### src/set_assoc_cache_tag_controller_macros.svh
// Assertion macros shared by the cache tag controller RTL.
// No dependencies; included by the files that carry concurrent assertions.
`ifndef SET_ASSOC_CACHE_TAG_CONTROLLER_MACROS_SVH
`define SET_ASSOC_CACHE_TAG_CONTROLLER_MACROS_SVH

`ifndef ASSERT_OFF
`define SACC_ASSERT_IMP(label, clk, rst_n, ante, cons) \
    label: assert property (@(posedge clk) disable iff (!rst_n) (ante) |-> (cons)) \
        else $error("sacc: implication check failed");
`define SACC_ASSERT_NXT(label, clk, rst_n, ante, cons) \
    label: assert property (@(posedge clk) disable iff (!rst_n) (ante) |=> (cons)) \
        else $error("sacc: next-cycle check failed");
`else
`define SACC_ASSERT_IMP(label, clk, rst_n, ante, cons)
`define SACC_ASSERT_NXT(label, clk, rst_n, ante, cons)
`endif

`endif

### src/sacc_ram.sv
// Generic simple dual-port RAM with one write port and a registered read port.
// No dependencies; holds the per-set tag and dirty words.
module sacc_ram #(
    parameter int WIDTH = 8,
    parameter int DEPTH = 16
) (
    input  logic                     clk,
    input  logic                     we,
    input  logic [$clog2(DEPTH)-1:0] waddr,
    input  logic [WIDTH-1:0]         wdata,
    input  logic                     re,
    input  logic [$clog2(DEPTH)-1:0] raddr,
    output logic [WIDTH-1:0]         rdata
);

    logic [WIDTH-1:0] mem_reg [DEPTH];
    logic [WIDTH-1:0] rdata_reg;

    always_ff @(posedge clk)
    begin
        if (we)
        begin
            mem_reg[waddr] <= wdata;
        end
        if (re)
        begin
            rdata_reg <= mem_reg[raddr];
        end
    end

    assign rdata = rdata_reg;

endmodule

### config.mk
export PLATFORM = sky130hd
export DESIGN_NAME = sacc_ram
export DESIGN_NICKNAME = d
export VERILOG_FILES = /design/src/set_assoc_cache_tag_controller_macros.svh /design/src/sacc_ram.sv
export SDC_FILE = /design/constraint.sdc
export NUM_CORES = 1
export LEC_CHECK = 0
export BUFFER_PORTS_ARGS = -buffer_cell sky130_fd_sc_hd__buf_2
export CORE_MARGIN = 4
export CORE_UTILIZATION = 54
export CTS_CLUSTER_DIAMETER = 60
export DETAILED_ROUTE_END_ITERATION = 12
export PLACE_DENSITY = 0.77
export RECOVER_POWER = 25
export SLEW_MARGIN = 30
export SYNTH_ARGS = -nofsm -noshare
export SYNTH_HDL_FRONTEND = slang
export SYNTH_SLANG_ARGS = --single-unit
export TNS_END_PERCENT = 30
### constraint.sdc
create_clock -name clk -period 2 [get_ports clk]
set_input_delay 0.4 -clock clk [delete_from_list [all_inputs] [get_ports clk]]
set_output_delay 0.4 -clock clk [all_outputs]
set_load 0.03 [all_outputs]
# [Word level (Yosys, flattened, before mapping)]
# Memory sizes are Yosys's and may differ from the RTL's. A register that Yosys moved wholly into a read port is not among the register bits.
# Cells that the tools add are included.
[totals] reg_bits=0 mem_bits_rw=128 wordCells=3 mem_count=1
[op_classes] mux=2
[memory_table] memory="mem_reg" words=16 word_bits=8 rd=1 rd_ports_with_merged_regs=1 wr=1 line="sacc_ram.sv:16" rtl="logic [WIDTH-1:0] mem_reg [DEPTH];"
[ops] cell="$mux 1" n=2

# [Logic depth before layout (Yosys ltp)]
[depth] depth_word=2 depth_mapped=5 ltp_nobuf=3

# [Worst setup path before layout]
# No wires, ideal clock.
[synth_timing] path_kind="input to register" startpoint="input waddr[2]" endpoint="memory mem_reg[0][0] (enable)" arrival_time_ns=1.510 required_ns=1.617 path_slack_ns=0.107 path_stages=2 n_path_buf=0 cell_sequence="or3b_2 > nor3_1"
[synth_rtl] element="from (decl)" line="sacc_ram.sv:9" rtl="input logic [$clog2(DEPTH)-1:0] waddr,"
[synth_rtl] element="to (decl)" line="sacc_ram.sv:16"
# No word-level cell before the write port.

# [Worst setup path in the final report]
[layout_timing] startpoint="register rdata_reg[7] (netlist: rdata[7]) (read register of mem_reg)" endpoint="output rdata[7]"
[layout_rtl] element="from (decl)" line="sacc_ram.sv:17" rtl="logic [WIDTH-1:0] rdata_reg;"
[layout_rtl] element="to (decl)" line="sacc_ram.sv:13" rtl="output logic [WIDTH-1:0] rdata"
# No word-level cell between the ends.

==> run summary <==
• 0 — Antenna Violating Nets Remaining
• yes — CTS tree
• 15500 µm — first-pass GRT wire length
• 2451 — via count
• 136 — Seq cells post-synth
• rdata[3] — worst-case hold path end point
• 3 — length in cells of the worst reg-to-reg path
• 4 — detailed-router iteration count before antenna repair
• mem_reg[9][7] — beginning of the worst register-to-register path
• 136 — CTS Sinks
• 0.668 ns — Least-Margin Pin Slew
• 0 — count of max-cap constraint violations
• input pin to register — worst hold path class
• 0.50 ns — Skew-Pair Late Insertion Delay
• 35 — Placement Rows
• register — element type at the critical path start
• 55.5% — worst relative slew slack
• met2 — grt peak-use layer
• 0.453 ns — post-layout worst setup margin
• 22.8 µm² — synthesized area per cell
• finished clean — status
• 0 — CTS-repair resized insts
• 106 µm — Horiz. Die Dim
• 18 — distinct cell type count of the synthesized netlist
• edfxtp_1 — library cell contributing the largest single delay on the critical path
• 11300 µm² — Die ar.
• 1 — Crit Path Max Fanout
• 9840 µm — Total Wirelength
• edfxtp_1 — most frequent standard cell in the layout excluding fill and tap cells
• 427 — final standard cell count with taps included and fillers excluded
• 0 — number of diodes
• 19 — pin count of the biggest net entering global routing
• 2 — maximum buffer depth of the clock tree
• 0 — Setup Viol. Count Final
• flip-flops — top cell family by delay on the critical path
• re — start point of the worst min-delay path
• 0 — warnings from Yosys
• 6280 µm — dpl hpwl
• 4 — # H-tree levels
• 78.1% — area share of the largest cell type after synthesis
• 229 — number of standard cells after synthesis
• 0 — CTS Hold Bufs
• 0 ns — Final TNS setup
• 396 — number of placed instances with taps included
• 77.4% — Period Utilization, post-route
• 128 — number of flip-flops under the largest register name
• 1 — Worst Hold Depth
• 0.00212 µW — total leakage power
• 0.43 ns — CP max stage delay
• 2593 — vias in the first global route
• clkbuf_8 — cell at the root of the clock tree
• 0 — number of max-slew violations in the final report
• 1.15 ns — arrival time reported for the critical path endpoint
• 78.1% — proportion of synthesized chip area in sequential cells
• 17 — number of buffers created by CTS
• 248 — Synth Net Count
• 1.55 ns — Tmin final
• 0 — detailed-route DRC error count
• 0 — postcts setup bufs
• 1090 nW/µm² — total power density per cell area
• 0 — number of antenna violations at the first check in global routing
• 0.52 ns — worst reg2reg setup slack
• 9330 µm² — core area
• 30.1% — M2 GR Usage
• 0.06 ns — Worst-path clk slew
• 56.0% — starting density of the core
• 1.60 ns — Worst EP required
• 27 — I/O pin cnt
• 106 µm — Chip Height
• 19.6% — area overhead of the layout relative to synthesis
• false — RSZ-0062 raised after global routing
• 0.745 — final estimated routing congestion in global placement
• 1 — Worst Path Buf+Inv
• buf_2 — critical-path cell list
• 5230 µm² — summed instance area of the synthesized netlist
• 0 — GRT overflow
• 29.9% — share of post-route cells with drive strength above 1
• primary output — Crit. End Element
• 4.86% — GR met3 Demand/Resource
• 646 MHz — maximum clock rate
• 219 — Iteration-0 DRC Markers
• 5.74 — drt via density
• 23.0 µm — routed length per instance
• edfxtp_1, buf_2, buf_4 — most frequent cells in the layout
• 19.4% — Global Route Usage Sum
• 0.00638 ns — Post-Route Skew
• 26 — buffers added on ports
• 0.0659 ns — pre-CTS setup slack
• 27.0% — met1 layer usage reported by global route
• edfxtp_1 — cell taking the most area after synthesis
• 305 — net total in the final layout
• register to primary output — category of the most critical setup path
• 0 — number of hold violations in the final report
• 604 µV — worst voltage drop across the vdd grid
• rdata[7] — reg2reg end
• edfxtp_1, mux4_2, mux4_1, a22oi_1, nor2_1 — leading cell types by total area after synthesis
==> through the flow <==
step	area (µm²)	utilization [%]	hold WS [ns]	total power, µW
floorplan	5230	-	0.499	3470
global placement	5640	60.4	0.726	3600
detailed placement	5640	60.4	0.749	3620
CTS	6260	67.1	0.251	6850
global route	6250	67.0	0.264	7040
finish	6250	67.0	0.292	6800
==> where the power goes <==
part	leakage, µW	switching [µW]	internal, µW
combinational	0.000586	192	130
clock	0.000296	1100	2140
sequential	0.00124	17.8	3210
==> per-layer routing <==
layer,routed length [µm],part of all wire [%]
met2,4990,51
met1,4180,43
met4,155,1.6
met3,510,5.2
met5,0,0
==> worst max path at each step <==
stage / startpoint / end / slack [ns] / cells past startpoint
final: rdata[7] / rdata[7] / 0.45 / 1
after global routing: rdata[7] / rdata[7] / 0.43 / 1
after CTS: rdata[7] / rdata[7] / 0.44 / 1
after detailed placement: raddr[0] / rdata[4] / 0.07 / 5
after global placement: raddr[0] / rdata[4] / 0.07 / 5
after floorplan: waddr[2] / mem_reg[0][0] / 0.11 / 2
==> area by class of cell <==
| type | count | area, µm² |
|---|---|---|
| multi-input cells | 83 | 1060 |
| clock buffers | 19 | 422 |
| clock inverters | 12 | 200 |
| repair buffers | 48 | 325 |
| well taps | 129 | 161 |
| flip-flops and latches | 136 | 4080 |
| fillers | 575 | 3080 |
==> synth_stat cells (all sizes together) <==
cell / number
nor2: 13
nor2b: 1
nand2b: 2
clkdlybuf4s25: 3
nand3: 1
buf: 7
nor3: 4
mux4: 32
nand3b: 2
a22oi: 16
edfxtp: 136
or3b: 1
nand2: 9
and2: 1
and2b: 1
==> cell families after synthesis <==
family          Yosys count  synth area share [%]
buf+inv                  10                  1.65
mux                      32                  14.8
simple gates             35                  3.14
flops                   136                  78.1
compound gates           16                  2.30
(Power assumes the default switching activity.)
