<file path="src/set_assoc_cache_tag_controller_macros.svh">
// Assertion macros shared by the cache tag controller RTL.
// No dependencies; included by the files that carry concurrent assertions.
`ifndef SET_ASSOC_CACHE_TAG_CONTROLLER_MACROS_SVH
`define SET_ASSOC_CACHE_TAG_CONTROLLER_MACROS_SVH

`ifndef ASSERT_OFF
`define SACC_ASSERT_IMP(label, clk, rst_n, ante, cons) \
    label: assert property (@(posedge clk) disable iff (!rst_n) (ante) |-> (cons)) \
        else $error("sacc: implication check failed");
`define SACC_ASSERT_NXT(label, clk, rst_n, ante, cons) \
    label: assert property (@(posedge clk) disable iff (!rst_n) (ante) |=> (cons)) \
        else $error("sacc: next-cycle check failed");
`else
`define SACC_ASSERT_IMP(label, clk, rst_n, ante, cons)
`define SACC_ASSERT_NXT(label, clk, rst_n, ante, cons)
`endif

`endif

</file>
<file path="src/sacc_pkg.sv">
// Shared types and constants of the cache tag controller.
// No dependencies; imported by every module of the block but sacc_ram.
package sacc_pkg;

    localparam int NUM_SETS       = 64;
    localparam int NUM_WAYS       = 4;
    localparam int LONGS_PER_LINE = 4;
    localparam int TAG_W          = 22;
    localparam int SET_W          = 6;
    localparam int WAY_W          = 2;
    localparam int CNT_W          = 9;
    localparam int ADDR_W         = 32;
    localparam int TAG_LSB        = 10;
    localparam int SET_LSB        = 4;
    localparam int LONG_LSB       = 2;
    localparam int PADDR_W        = 3;
    localparam int PDATA_W        = 32;

    localparam logic [1:0] PS_NONE = 2'd0;
    localparam logic [1:0] PS_4K   = 2'd1;
    localparam logic [1:0] PS_8K   = 2'd2;

    localparam logic [1:0] LS_INVALID = 2'd0;
    localparam logic [1:0] LS_CLEAN   = 2'd1;
    localparam logic [1:0] LS_DIRTY   = 2'd2;

    typedef enum logic [3:0] {
        OP_PROBE      = 4'd0,
        OP_TICK       = 4'd1,
        OP_FILL       = 4'd2,
        OP_MARK_DIRTY = 4'd3,
        OP_INV_LINE   = 4'd4,
        OP_INV_PAGE   = 4'd5,
        OP_INV_ALL    = 4'd6,
        OP_PUSH_LINE  = 4'd7,
        OP_PUSH_PAGE  = 4'd8,
        OP_PUSH_ALL   = 4'd9
    } op_t;

    typedef enum logic [1:0] {
        ST_IDLE,
        ST_LOOK,
        ST_WALK,
        ST_FIN
    } state_t;

    typedef struct packed {
        logic [NUM_WAYS-1:0][TAG_W-1:0]          tag;
        logic [NUM_WAYS-1:0][LONGS_PER_LINE-1:0] dirty;
    } set_entry_t;

    typedef struct packed {
        logic                      hit;
        logic [WAY_W-1:0]          hit_way;
        logic [LONGS_PER_LINE-1:0] hit_dirty;
        logic [WAY_W-1:0]          victim;
        logic [NUM_WAYS-1:0]       drop_mask;
        logic [2:0]                drop_count;
        logic [2:0]                dirty_count;
    } look_t;

endpackage

</file>
<file path="src/sacc_lookup.sv">
// Set compare logic: tag match, victim choice and page match over the four ways.
// Depends on sacc_pkg for the set word and result types.
module sacc_lookup (
    input  sacc_pkg::set_entry_t                 entry,
    input  logic [sacc_pkg::NUM_WAYS-1:0]        valid,
    input  logic [sacc_pkg::ADDR_W-1:0]          address,
    input  logic [1:0]                           page_size,
    input  logic                                 whole,
    input  logic [sacc_pkg::WAY_W-1:0]           counter,
    output sacc_pkg::look_t                      res
);
    import sacc_pkg::*;

    logic [NUM_WAYS-1:0] tag_eq;
    logic [NUM_WAYS-1:0] page_eq;
    logic [NUM_WAYS-1:0] dirty_nz;

    always_comb
    begin
        for (int w = 0; w < NUM_WAYS; w++)
        begin
            tag_eq[w]   = valid[w] && (entry.tag[w] == address[ADDR_W-1:TAG_LSB]);
            dirty_nz[w] = |entry.dirty[w];
            page_eq[w]  = ((page_size == PS_4K) &&
                           (entry.tag[w][TAG_W-1:2] == address[ADDR_W-1:TAG_LSB+2])) ||
                          ((page_size == PS_8K) &&
                           (entry.tag[w][TAG_W-1:3] == address[ADDR_W-1:TAG_LSB+3]));
        end
    end

    always_comb
    begin
        res = '0;
        res.victim = counter;
        // scan downward so the lowest matching way wins
        for (int w = NUM_WAYS - 1; w >= 0; w--)
        begin
            if (tag_eq[w])
            begin
                res.hit       = 1'b1;
                res.hit_way   = WAY_W'(w);
                res.hit_dirty = entry.dirty[w];
            end
            if (!valid[w])
            begin
                res.victim = WAY_W'(w);
            end
        end
        for (int w = 0; w < NUM_WAYS; w++)
        begin
            res.drop_mask[w] = valid[w] && (whole || page_eq[w]);
            res.drop_count   = res.drop_count + {2'b00, res.drop_mask[w]};
            res.dirty_count  = res.dirty_count + {2'b00, res.drop_mask[w] && dirty_nz[w]};
        end
    end

endmodule

</file>
<file path="config.mk">
export PLATFORM = sky130hd
export DESIGN_NAME = sacc_lookup
export DESIGN_NICKNAME = d
export VERILOG_FILES = /design/src/set_assoc_cache_tag_controller_macros.svh /design/src/sacc_pkg.sv /design/src/sacc_lookup.sv
export SDC_FILE = /design/constraint.sdc
export NUM_CORES = 1
export LEC_CHECK = 0
export BUFFER_PORTS_ARGS = -buffer_cell sky130_fd_sc_hd__buf_2
export CAP_MARGIN = 20
export CELL_PAD_IN_SITES_DETAIL_PLACEMENT = 0
export CELL_PAD_IN_SITES_GLOBAL_PLACEMENT = 1
export CORE_ASPECT_RATIO = 0.8
export CORE_MARGIN = 2
export CORE_UTILIZATION = 23
export DETAILED_ROUTE_END_ITERATION = 8
export PLACE_DENSITY = 0.91
export SYNTH_ARGS = -nofsm -noshare
export SYNTH_HDL_FRONTEND = slang
export SYNTH_SLANG_ARGS = --single-unit
</file>
<file path="constraint.sdc">
create_clock -name vclk -period 3.3
set_clock_uncertainty 0.2 [all_clocks]
set_input_delay 0.33 -clock vclk [all_inputs]
set_output_delay 0.33 -clock vclk [all_outputs]
set_load 0.01 [all_outputs]
</file>
Word-level counts from Yosys, hierarchy flattened:

Index checks and enable logic that the tools add are counted.

* bits in registers: 0
* input port bits: 145
* output and inout bits: 19
* word-level logic and storage cells: 60

* add/subtract/negate cells: 6
* equality and inequality tests: 14
* multiplexer cells: 8
* reduce and logical (&&, ||, !) cells: 32

Operators by type and width (count)
* $eq 22x22->1: 4
* $eq 20x20->1: 4
* $eq 19x19->1: 4
* $mux 7: 4
* $logic_and 1x1->1: 20
* $reduce_or 4->1: 4
* $logic_or 1x1->1: 8
* $mux 2: 4
* $add 2x1->3: 2
* $add 3x1->3: 2
* $add 1x1->2: 2
* $eq 2x1->1 const B: 1
* $eq 2x2->1 const B: 1

Logic depth before layout (Yosys ltp):

Gate-level depths: netlist (run 1).

* word-level depth: 9
* mapped depth: 10
* mapped depth without buffers: 10

Worst setup path after synthesis (run 1):

No wires, ideal clock.

* path type: input port to output port
* from: input address[21] (netlist bit)
* to: output res[1] (netlist bit)
* data arrival time: 2.531 ns
* required time: 2.770 ns
* setup slack: 0.239 ns
* stages: 10
* path buffers: 0
* cell sequence: xnor2_1 > nand4_1 > nor4_1 > nor3b_1 > o21a_1 > o41ai_1 > fa_1 > inv_1 > ha_1 > ha_1

RTL lines
* start, declared: line sacc_lookup.sv:6 `input logic [sacc_pkg::ADDR_W-1:0] address,`
* end, declared: line sacc_lookup.sv:10 `output sacc_pkg::look_t res`

==> reports/metrics.yaml, run 1 <==
nClkBuffers: 0
netlist_area_sq_mm: 0.00148
crit_arrival_ns: 2.87
final-setup-viol-count: 3
end_kind: "output pin"
setup_ws_ns: -0.104
report.final.hold_viol_count: 0
grt_max_degree: 12
leakage_nw: 1.36
placedCellCount: 447
slew_viol_final: 0
seq_cells: 0
rsz0062_at_grt: "true"
crit_start: "entry[52]"
place_congestion: 0.908
violations: "setup timing"
die_h_um: 75.8
finalCriticalPeriod_ns: 3.40
cap_viol_max_count: 0
design_area_sq_mm: 0.00279
required_ns: 2.77
dpl_cell_area_sq_mm: 0.00254
pre_cts_ws_ns: -0.224
start_util_pct: 23.5
first_pass_iters: 4
peakVddDrop_uv: 38.6
grt_pass1_wl_um: 9180
path_class: "in2out"
status: "finished with violations"
fin_total_pwr_mw: 0.337
via_per_inst: 4.41
power_density_mw_per_mm2: 121
seq_area_frac_synth_pct: 0
tightest_slew_ns: 0.412
die_width_um: 93.7
grt-ovfl-total: 0
layout.cells.non_filler: 450
yosysUniqueCellTypes: 35
fp.coreArea_sq_mm: 0.00631
ys_warn_count: 0
ff_latch_area_sq_um: 0
critPathLaunchType: "input pin"
avgSynthCellArea_sq_um: 7.96
synthCells: 186
nNetsFinal: 519
drtAntennaViolNets: 0
timing.fmax_ghz: 0.294
die_area_sq_mm: 0.00710
syn_nets: 337
grt_use_total_pct: 16.3
num_rows: 26
fin_hold_ws_ns: 0.785
hp-class: "in2out"
final_layout_size_suffix_gt1_share_pct: 56.6
period_share_pct: 103
final_common_cell: "buf_2"
crit_end: "res[1]"
crit_fanout: 3
routed_wl_um: 6650
drc_errors: 0
design.portCount: 164
maxSlewHeadroom_pct: 72.2
layout_common_cells: "140 x buf_2, 49 x xnor2_1, 35 x xor2_1"
grt_pass1_vias: 1956
io_buffers: 154
routedWlPerCell_um: 14.8
antenna_found_initial: 0
hpwlAfterDp_um: 5680
area_delta_synth_final_pct: 88.0
drt_iter0_markers: 36
diodes: 0
vias: 1983
==> report_power, final <==
group          total (mW)  switching (mW)  internal (mW)
sequential              0               0              0
combinational       0.337           0.150          0.186
clock                   0               0              0
==> worst max-delay path: stages <==
cell and delay (ns):
buf_6 0.09, xnor2_1 0.18, nand4_1 0.20, nor4_2 0.33, buf_4 0.16, nor3b_4 0.17, o21a_2 0.19, o41ai_4 0.10
fa_1 0.57, inv_2 0.05, ha_4 0.16, ha_4 0.26, buf_6 0.09
==> cells by family after synthesis <==
group / count (synthesis) / synth area share (%)
adders and majority gates: 6 / 6.08
buffers and inverters: 9 / 2.87
AOI/OAI and AO/OA: 25 / 12.8
and+or+nand+nor: 54 / 23.5
muxes: 4 / 2.70
xor gates and xnor gates: 88 / 52.0
==> final cells by class <==
class	count	area, sq um
fill	646	3530
inverter	4	15.0
multi-input combinational	177	1570
tap	84	105
timing repair buffer	185	1090
==> through the flow <==
stage / utilization (%) / setup TNS (ns)
floorplan: - / 0
global placement: 40.2 / -0.237
detailed placement: 40.2 / -0.492
CTS: 42.1 / 0
global route: 44.1 / -0.749
finish: 44.1 / -0.168
==> per-layer routing <==
layer	share of wire, %	GRT usage, %
met2	51	31.4
met3	5.4	1.38
met5	0	0
met1	42	20.7
met4	0.84	1.29
==> how the worst min path moves through the flow <==
stage / from / end / slack [ns] / depth (start not counted)
6_report: counter[1] / res[11] / 0.78 / 3
5_1_grt: counter[1] / res[11] / 0.81 / 3
4_1_cts: counter[1] / res[11] / 0.79 / 3
3_5_place_dp: counter[1] / res[11] / 0.79 / 3
3_3_place_gp: counter[1] / res[11] / 0.78 / 3
2_1_floorplan: valid[0] / res[11] / 0.58 / 1
==> Yosys cell counts <==
| library cell | instances | area [sq um] |
|---|---|---|
| xnor2_1 | 53 | 464 |
| xor2_1 | 35 | 307 |
| nand4_1 | 13 | 81.3 |
| nor4_1 | 9 | 56.3 |
| nand2_1 | 7 | 26.3 |
| a21oi_1 | 5 | 25.0 |
| a22oi_1 | 4 | 30.0 |
| and3_1 | 4 | 25.0 |
| ha_1 | 4 | 50.1 |
| inv_1 | 4 | 15.0 |
| mux2i_1 | 4 | 40.0 |
| nor3_1 | 4 | 20.0 |
| o21a_1 | 4 | 30.0 |
| o21bai_1 | 4 | 30.0 |
| clkbuf_1 | 3 | 11.3 |
| nand3_1 | 3 | 15.0 |
| nor2_1 | 3 | 11.3 |
| o41ai_1 | 3 | 26.3 |
| fa_1 | 2 | 40.0 |
| nor2b_1 | 2 | 12.5 |
| nor3b_1 | 2 | 15.0 |
| a21boi_0 | 1 | 7.51 |
| and2_1 | 1 | 6.26 |
| buf_2 | 1 | 5.00 |
| buf_6 | 1 | 11.3 |
| nand2b_2 | 1 | 8.76 |
| nand3_4 | 1 | 17.5 |
| nor3_4 | 1 | 16.3 |
| nor4_4 | 1 | 21.3 |
| o21a_4 | 1 | 15.0 |
| o21ai_0 | 1 | 5.00 |
| o311a_1 | 1 | 10.0 |
| o41a_1 | 1 | 11.3 |
| or3_1 | 1 | 6.26 |
| or3b_1 | 1 | 8.76 |
==> timing repair <==
action,CTS,global route
resized for setup,19,20
buffers inserted,4,1
hold buffers,0,0
pin swaps,26,12
endpoints found under the setup margin,5,5
(Power assumes the default switching activity.)
==> run 2: changes to the inputs <==
--- a/config.mk
+++ b/config.mk
@@ -6,11 +6,9 @@
 export NUM_CORES = 1
 export LEC_CHECK = 0
 export BUFFER_PORTS_ARGS = -buffer_cell sky130_fd_sc_hd__buf_2
-export CAP_MARGIN = 20
 export CELL_PAD_IN_SITES_DETAIL_PLACEMENT = 0
 export CELL_PAD_IN_SITES_GLOBAL_PLACEMENT = 1
 export CORE_ASPECT_RATIO = 0.8
-export CORE_MARGIN = 2
 export CORE_UTILIZATION = 23
 export DETAILED_ROUTE_END_ITERATION = 8
 export PLACE_DENSITY = 0.91
==> run 2 against run 1 <==
  * Cell count is 0.22% higher
  * The flow still finishes with violations (setup timing)
  * Clock-buffer cell count did not move
  * Combinational power increased by 8.3%
  * Utilization rose by 4.7 points
  * Largest power group unchanged
  * Via count up 3.6%
  * Largest cell class unchanged
  * Routed wire length increased by 2.5%
==> reports/metrics.yaml, run 2 (synthesized netlist as in run 1, its figures left out) <==
status: "finished with violations"
violations: "setup timing"
io_buffers: 154  # unchanged
required_ns: 2.77  # about the same
drc_errors: 0  # unchanged
path_class: "in2out"
finalCriticalPeriod_ns: 3.33  # -0.0747 ns
tightest_slew_ns: 0.410  # -0.00154 ns
vias: 2054  # +3.6%
end_kind: "output pin"
die_width_um: 91.7  # -2.1%
final_common_cell: "buf_2"
drtAntennaViolNets: 0  # unchanged
antenna_found_initial: 0  # unchanged
slowest_delay_ns: 0.56  # about the same
routed_wl_um: 6820  # +2.5%
fin_util_pct: 48.8  # +4.7 points
final_layout_size_suffix_gt1_share_pct: 61.6  # +5.1 points
design.portCount: 164  # unchanged
hpwlAfterDp_um: 5690  # +0.19%
crit_top_cell: "ha_4"
gr-usage-met3_pct: 1.97  # +0.58 points
grtUsageMet1_pct: 23.8  # +3.1 points
p_switching_mw: 0.166  # +10%
nNetsFinal: 523  # +0.77%
final-setup-viol-count: 1  # -2
fp.coreArea_sq_mm: 0.00607  # -3.8%
cpMaxStageDelayCell: "fa_1"
via_per_inst: 4.55  # +3.4%
grt_use_met2_pct: 32.2  # +0.74 points
comb_power_share_pct: 100.0  # about the same
period_share_pct: 101  # -2.3 points
layout_common_cells: "136 x buf_2, 39 x xnor2_1, 34 x buf_4"
path_cells: "buf_2, xnor2_2, nand4_1, nor4_2, buf_4, nor3b_4, o21a_2, o41ai_4, fa_1, inv_2, ha_4, ha_4, buf_6"
grt_pass1_vias: 2049  # +4.8%
routedWlPerCell_um: 15.1  # +2.3%
p_sw_share_pct: 45.4  # +0.82 points
grt-ovfl-total: 0  # unchanged
diodes: 0  # unchanged
num_rows: 25  # -3.8%
place_congestion: 0.896  # -1.4%
cp.buffers_inverters: 4  # unchanged
path_delay_family: "adder cells"
maxSlewHeadroom_pct: 72.3  # +0.10 points
grt_pass1_wl_um: 9610  # +4.7%
seq_cells: 0  # unchanged
nClkBuffers: 0  # unchanged
grt_max_degree: 11  # -1
grt-busiest-layer: "met2"
pwr-share-clk_pct: 0  # unchanged
crit_fanout: 4  # +1
timing.fmax_ghz: 0.300  # +2.2%
rsz0062_at_grt: "true"
first_pass_iters: 4  # unchanged
critPathLaunchType: "input pin"
die_area_sq_mm: 0.00677  # -4.7%
leakage_nw: 1.45  # +6.9%
hp-class: "in2out"
grt_use_total_pct: 17.8  # +1.5 points
cts_hold_buf: 0  # unchanged
drt_iter0_markers: 92  # +160%
p_int_mw: 0.199  # +6.9%
power_frac_seq_pct: 0  # unchanged
slew_viol_final: 0  # unchanged
setup_ws_ns: -0.0291  # +0.0747 ns
ff_latch_area_sq_um: 0  # unchanged
die_h_um: 73.8  # -2.6%
fin_total_pwr_mw: 0.365  # +8.5%
area_delta_synth_final_pct: 99.8
peakVddDrop_uv: 50.8  # +32%
cap_viol_max_count: 0  # unchanged
power_density_mw_per_mm2: 123  # +2.1%
report.final.hold_viol_count: 0  # unchanged
start_util_pct: 24.4  # +0.94 points
crit_arrival_ns: 2.80  # -0.07 ns
[run 2: area by class of cell]
class | instances | area, sq um
Fill cell | 602 | 3110
Multi-Input combinational cell | 177 | 1700
Timing Repair Buffer | 189 | 1150
Tap cell | 81 | 101
Inverter | 4 | 15.0
[run 2: power groups by stage]
stage          combinational [mW]  sequential (mW)  clock, mW
6_report                    0.365                0          0
5_1_grt                     0.393                0          0
4_1_cts                     0.316                0          0
3_5_place_dp                0.302                0          0
3_3_place_gp                0.295                0          0
2_1_floorplan               0.132                0          0
[run 2: per-layer routing]
layer  part of all wire, %  up-vias
met5                     0        -
met4                  0.22        0
met3                   5.7        2
met2                    51       71
met1                    43      950
li1                      -     1031
[run 2: metrics by stage]
stage	cells	cell area, sq um	setup slack (ns)	TNS (ns)	hold WS [ns]
2_1_floorplan	186	1480	0.239	0	0.576
3_3_place_gp	446	2550	-0.142	-0.226	0.785
3_5_place_dp	446	2550	-0.227	-0.433	0.779
4_1_cts	447	2640	-0.0640	-0.102	0.779
5_1_grt	451	2960	-0.107	-0.186	0.792
6_report	451	2960	-0.0291	-0.0291	0.774
[run 2: final timing paths]
check,slack [ns],startpoint,end,depth (start not counted)
setup / recovery,-0.03,address[22],res[1],13
hold / removal,0.77,counter[1],res[11],3
[run 2: timing repair]
action,in CTS,in global routing
setup buffers,1,4
endpoints found under the setup margin,4,5
pin swaps,14,30
gates resized for setup,14,55
==> run 3: changes to the inputs <==
--- a/config.mk
+++ b/config.mk
@@ -5,11 +5,12 @@
 export SDC_FILE = /design/constraint.sdc
 export NUM_CORES = 1
 export LEC_CHECK = 0
+export ABC_AREA = 1
 export BUFFER_PORTS_ARGS = -buffer_cell sky130_fd_sc_hd__buf_2
 export CELL_PAD_IN_SITES_DETAIL_PLACEMENT = 0
 export CELL_PAD_IN_SITES_GLOBAL_PLACEMENT = 1
 export CORE_ASPECT_RATIO = 0.8
-export CORE_UTILIZATION = 23
+export CORE_UTILIZATION = 25
 export DETAILED_ROUTE_END_ITERATION = 8
 export PLACE_DENSITY = 0.91
 export SYNTH_ARGS = -nofsm -noshare
==> run 3 against run 2 <==
  * The run now ends clean
  * Non-clock buffer count down 31
  * Routed wire length rose by 11%
  * Combinational power fell by 9.3%
  * Largest cell class unchanged
  * First-iteration DRC count is 55% higher
  * Synthesized cell count increased by 140%
==> reports/metrics.yaml, run 3 <==
start_util_pct: 26.4  # +2.0 points
maxSlewHeadroom_pct: 75.1  # +2.8 points
grt_use_total_pct: 16.6  # -1.2 points
synth_common_cells: "186 x nand2_1, 83 x inv_1, 47 x nor2_1"
slowest_delay_ns: 0.50  # -0.06 ns
synth_top_area_cell: "nand2_1"
path_cells: "buf_2, inv_2, nand2_1, nand2_2, nand2_1, nor2_2, nand3_2, nor2_4, nand2_2, a21oi_2, o21ai_2, fa_1, inv_1, ha_1, ha_1, buf_2"
hp-class: "in2out"
setup_tns_ns: 0  # +0.0291 ns
status: "finished clean"
die_area_sq_mm: 0.00897  # +33%
finalCriticalPeriod_ns: 3.07  # -0.258 ns
power_density_mw_per_mm2: 106  # -14%
placedCellCount: 707  # +59%
die_width_um: 106  # +15%
synthCells: 446  # +140%
routedWlPerCell_um: 10.7  # -29%
yosysUniqueCellTypes: 34  # -2.9%
diodes: 0  # unchanged
synth_area_leaders: "nand2_1 32%, inv_1 15%, xor2_1 11%"
report.final.hold_viol_count: 0  # unchanged
grt_pass1_wl_um: 12300  # +28%
critPathLaunchType: "input pin"
slew_viol_final: 0  # unchanged
crit_fanout: 5  # +1
final_common_cell: "nand2_1"
drc_errors: 0  # unchanged
ys_warn_count: 0  # unchanged
leakage_nw: 2.07  # +43%
period_share_pct: 93.1  # -7.8 points
nClkBuffers: 0  # unchanged
layout_common_cells: "182 x nand2_1, 154 x buf_2, 83 x inv_1"
fp.coreArea_sq_mm: 0.00813  # +34%
avgSynthCellArea_sq_um: 4.82  # -40%
vias: 3001  # +46%
hpwlAfterDp_um: 6970  # +23%
grt_max_degree: 11  # unchanged
min_path_cells: 3  # unchanged
place_congestion: 0.832  # -7.2%
layout.cells.non_filler: 709  # +57%
design.portCount: 164  # unchanged
die_h_um: 84.9  # +15%
antenna_found_initial: 0  # unchanged
num_rows: 29  # +16%
fin_util_pct: 38.3  # -10 points
seq_cells: 0  # unchanged
final_layout_size_suffix_gt1_share_pct: 35.8  # -26 points
whs_endpoint: "res[10]"
first_pass_iters: 4  # unchanged
fin_total_pwr_mw: 0.331  # -9.4%
design_area_sq_mm: 0.00311  # +5.1%
synth_most_common_cell: "nand2_1"
area_delta_synth_final_pct: 44.8
grt-ovfl-total: 0  # unchanged
seq_area_frac_synth_pct: 0  # unchanged
drtAntennaViolNets: 0  # unchanged
crit_arrival_ns: 2.54  # -0.26 ns
drt_iter0_markers: 143  # +55%
tightest_slew_ns: 0.369  # -0.0417 ns
grt_pass1_vias: 2857  # +39%
min-delay-start: "valid[1]"
routed_wl_um: 7590  # +11%
syn_nets: 597  # +77%
peakVddDrop_uv: 42.5  # -16%
dpl_cell_area_sq_mm: 0.00305  # +20%
timing.fmax_ghz: 0.326  # +8.4%
via_per_inst: 4.23  # -7.1%
path_class: "in2out"
netlist_area_sq_mm: 0.00215  # +45%
cpMaxStageDelayCell: "fa_1"
end_kind: "output pin"
final-setup-viol-count: 0  # -1
ff_latch_area_sq_um: 0  # unchanged
cap_viol_max_count: 0  # unchanged
nNetsFinal: 754  # +44%
io_buffers: 154  # unchanged
required_ns: 2.77  # about the same
synth_top_area_share_pct: 32.5  # +1.2 points
## run 3: power breakdown
group / switching (mW) / internal [mW] / total, mW
Sequential: 0 / 0 / 0
Combinational: 0.185 / 0.146 / 0.331
Clock: 0 / 0 / 0
## run 3: worst max path at each step
stage,start,to,cells after the start
floorplan,address[14],res[1],15
global placement,address[30],res[1],16
detailed placement,address[30],res[1],16
CTS,address[30],res[1],16
global route,address[16],res[1],13
finish,address[27],res[1],16
## run 3: logic make-up after synthesis
group	count (synthesis)	share of synthesized area (%)
AO/OA/AOI/OAI	15	4.25
buffers and inverters	102	18.1
AND/OR/NAND/NOR	288	59.2
XOR/XNOR	35	14.3
adder cells (fa/ha/maj)	6	4.19
## run 3: repair_timing
item / 4_1_cts / 5_1_grt
buffers inserted: 0 / 2
setup endpoints to repair: 0 / 3
hold endpoints to repair: 0 / 0
resized for setup: 0 / 14
hold buffers: 0 / 0
## run 3: metal layers
layer | up-vias | track usage (%) | wire [um]
li1 | 1619 | - | -
met1 | 1278 | 21.9 | 3640
met2 | 98 | 30.2 | 3390
met3 | 6 | 1.92 | 503
met4 | 0 | 1.01 | 55
met5 | - | 0 | 0
## run 3: worst max-delay path: cells and delay by family
| family | cells | cell delay, ns |
|---|---|---|
| AO/OA/AOI/OAI | 2 | 0.24 |
| adder cells (fa/ha/maj) | 3 | 0.95 |
| buffers and inverters | 4 | 0.38 |
| AND/OR/NAND/NOR | 7 | 0.64 |
## run 3: final cells by class
| cell class | instances | area [sq um] |
|---|---|---|
| Timing Repair Buffer | 158 | 801 |
| Inverter | 99 | 373 |
| Tap cell | 108 | 135 |
| Multi-Input combinational cell | 344 | 1800 |
| Fill cell | 948 | 5020 |
## run 3: through the flow
| stage | hold WS, ns | worst slack, ns |
|---|---|---|
| 6_report | 0.745 | 0.229 |
| 5_1_grt | 0.760 | -0.0179 |
| 4_1_cts | 0.739 | 0.0479 |
| 3_5_place_dp | 0.738 | 0.0498 |
| 3_3_place_gp | 0.729 | 0.0538 |
| 2_1_floorplan | 0.542 | 0.257 |
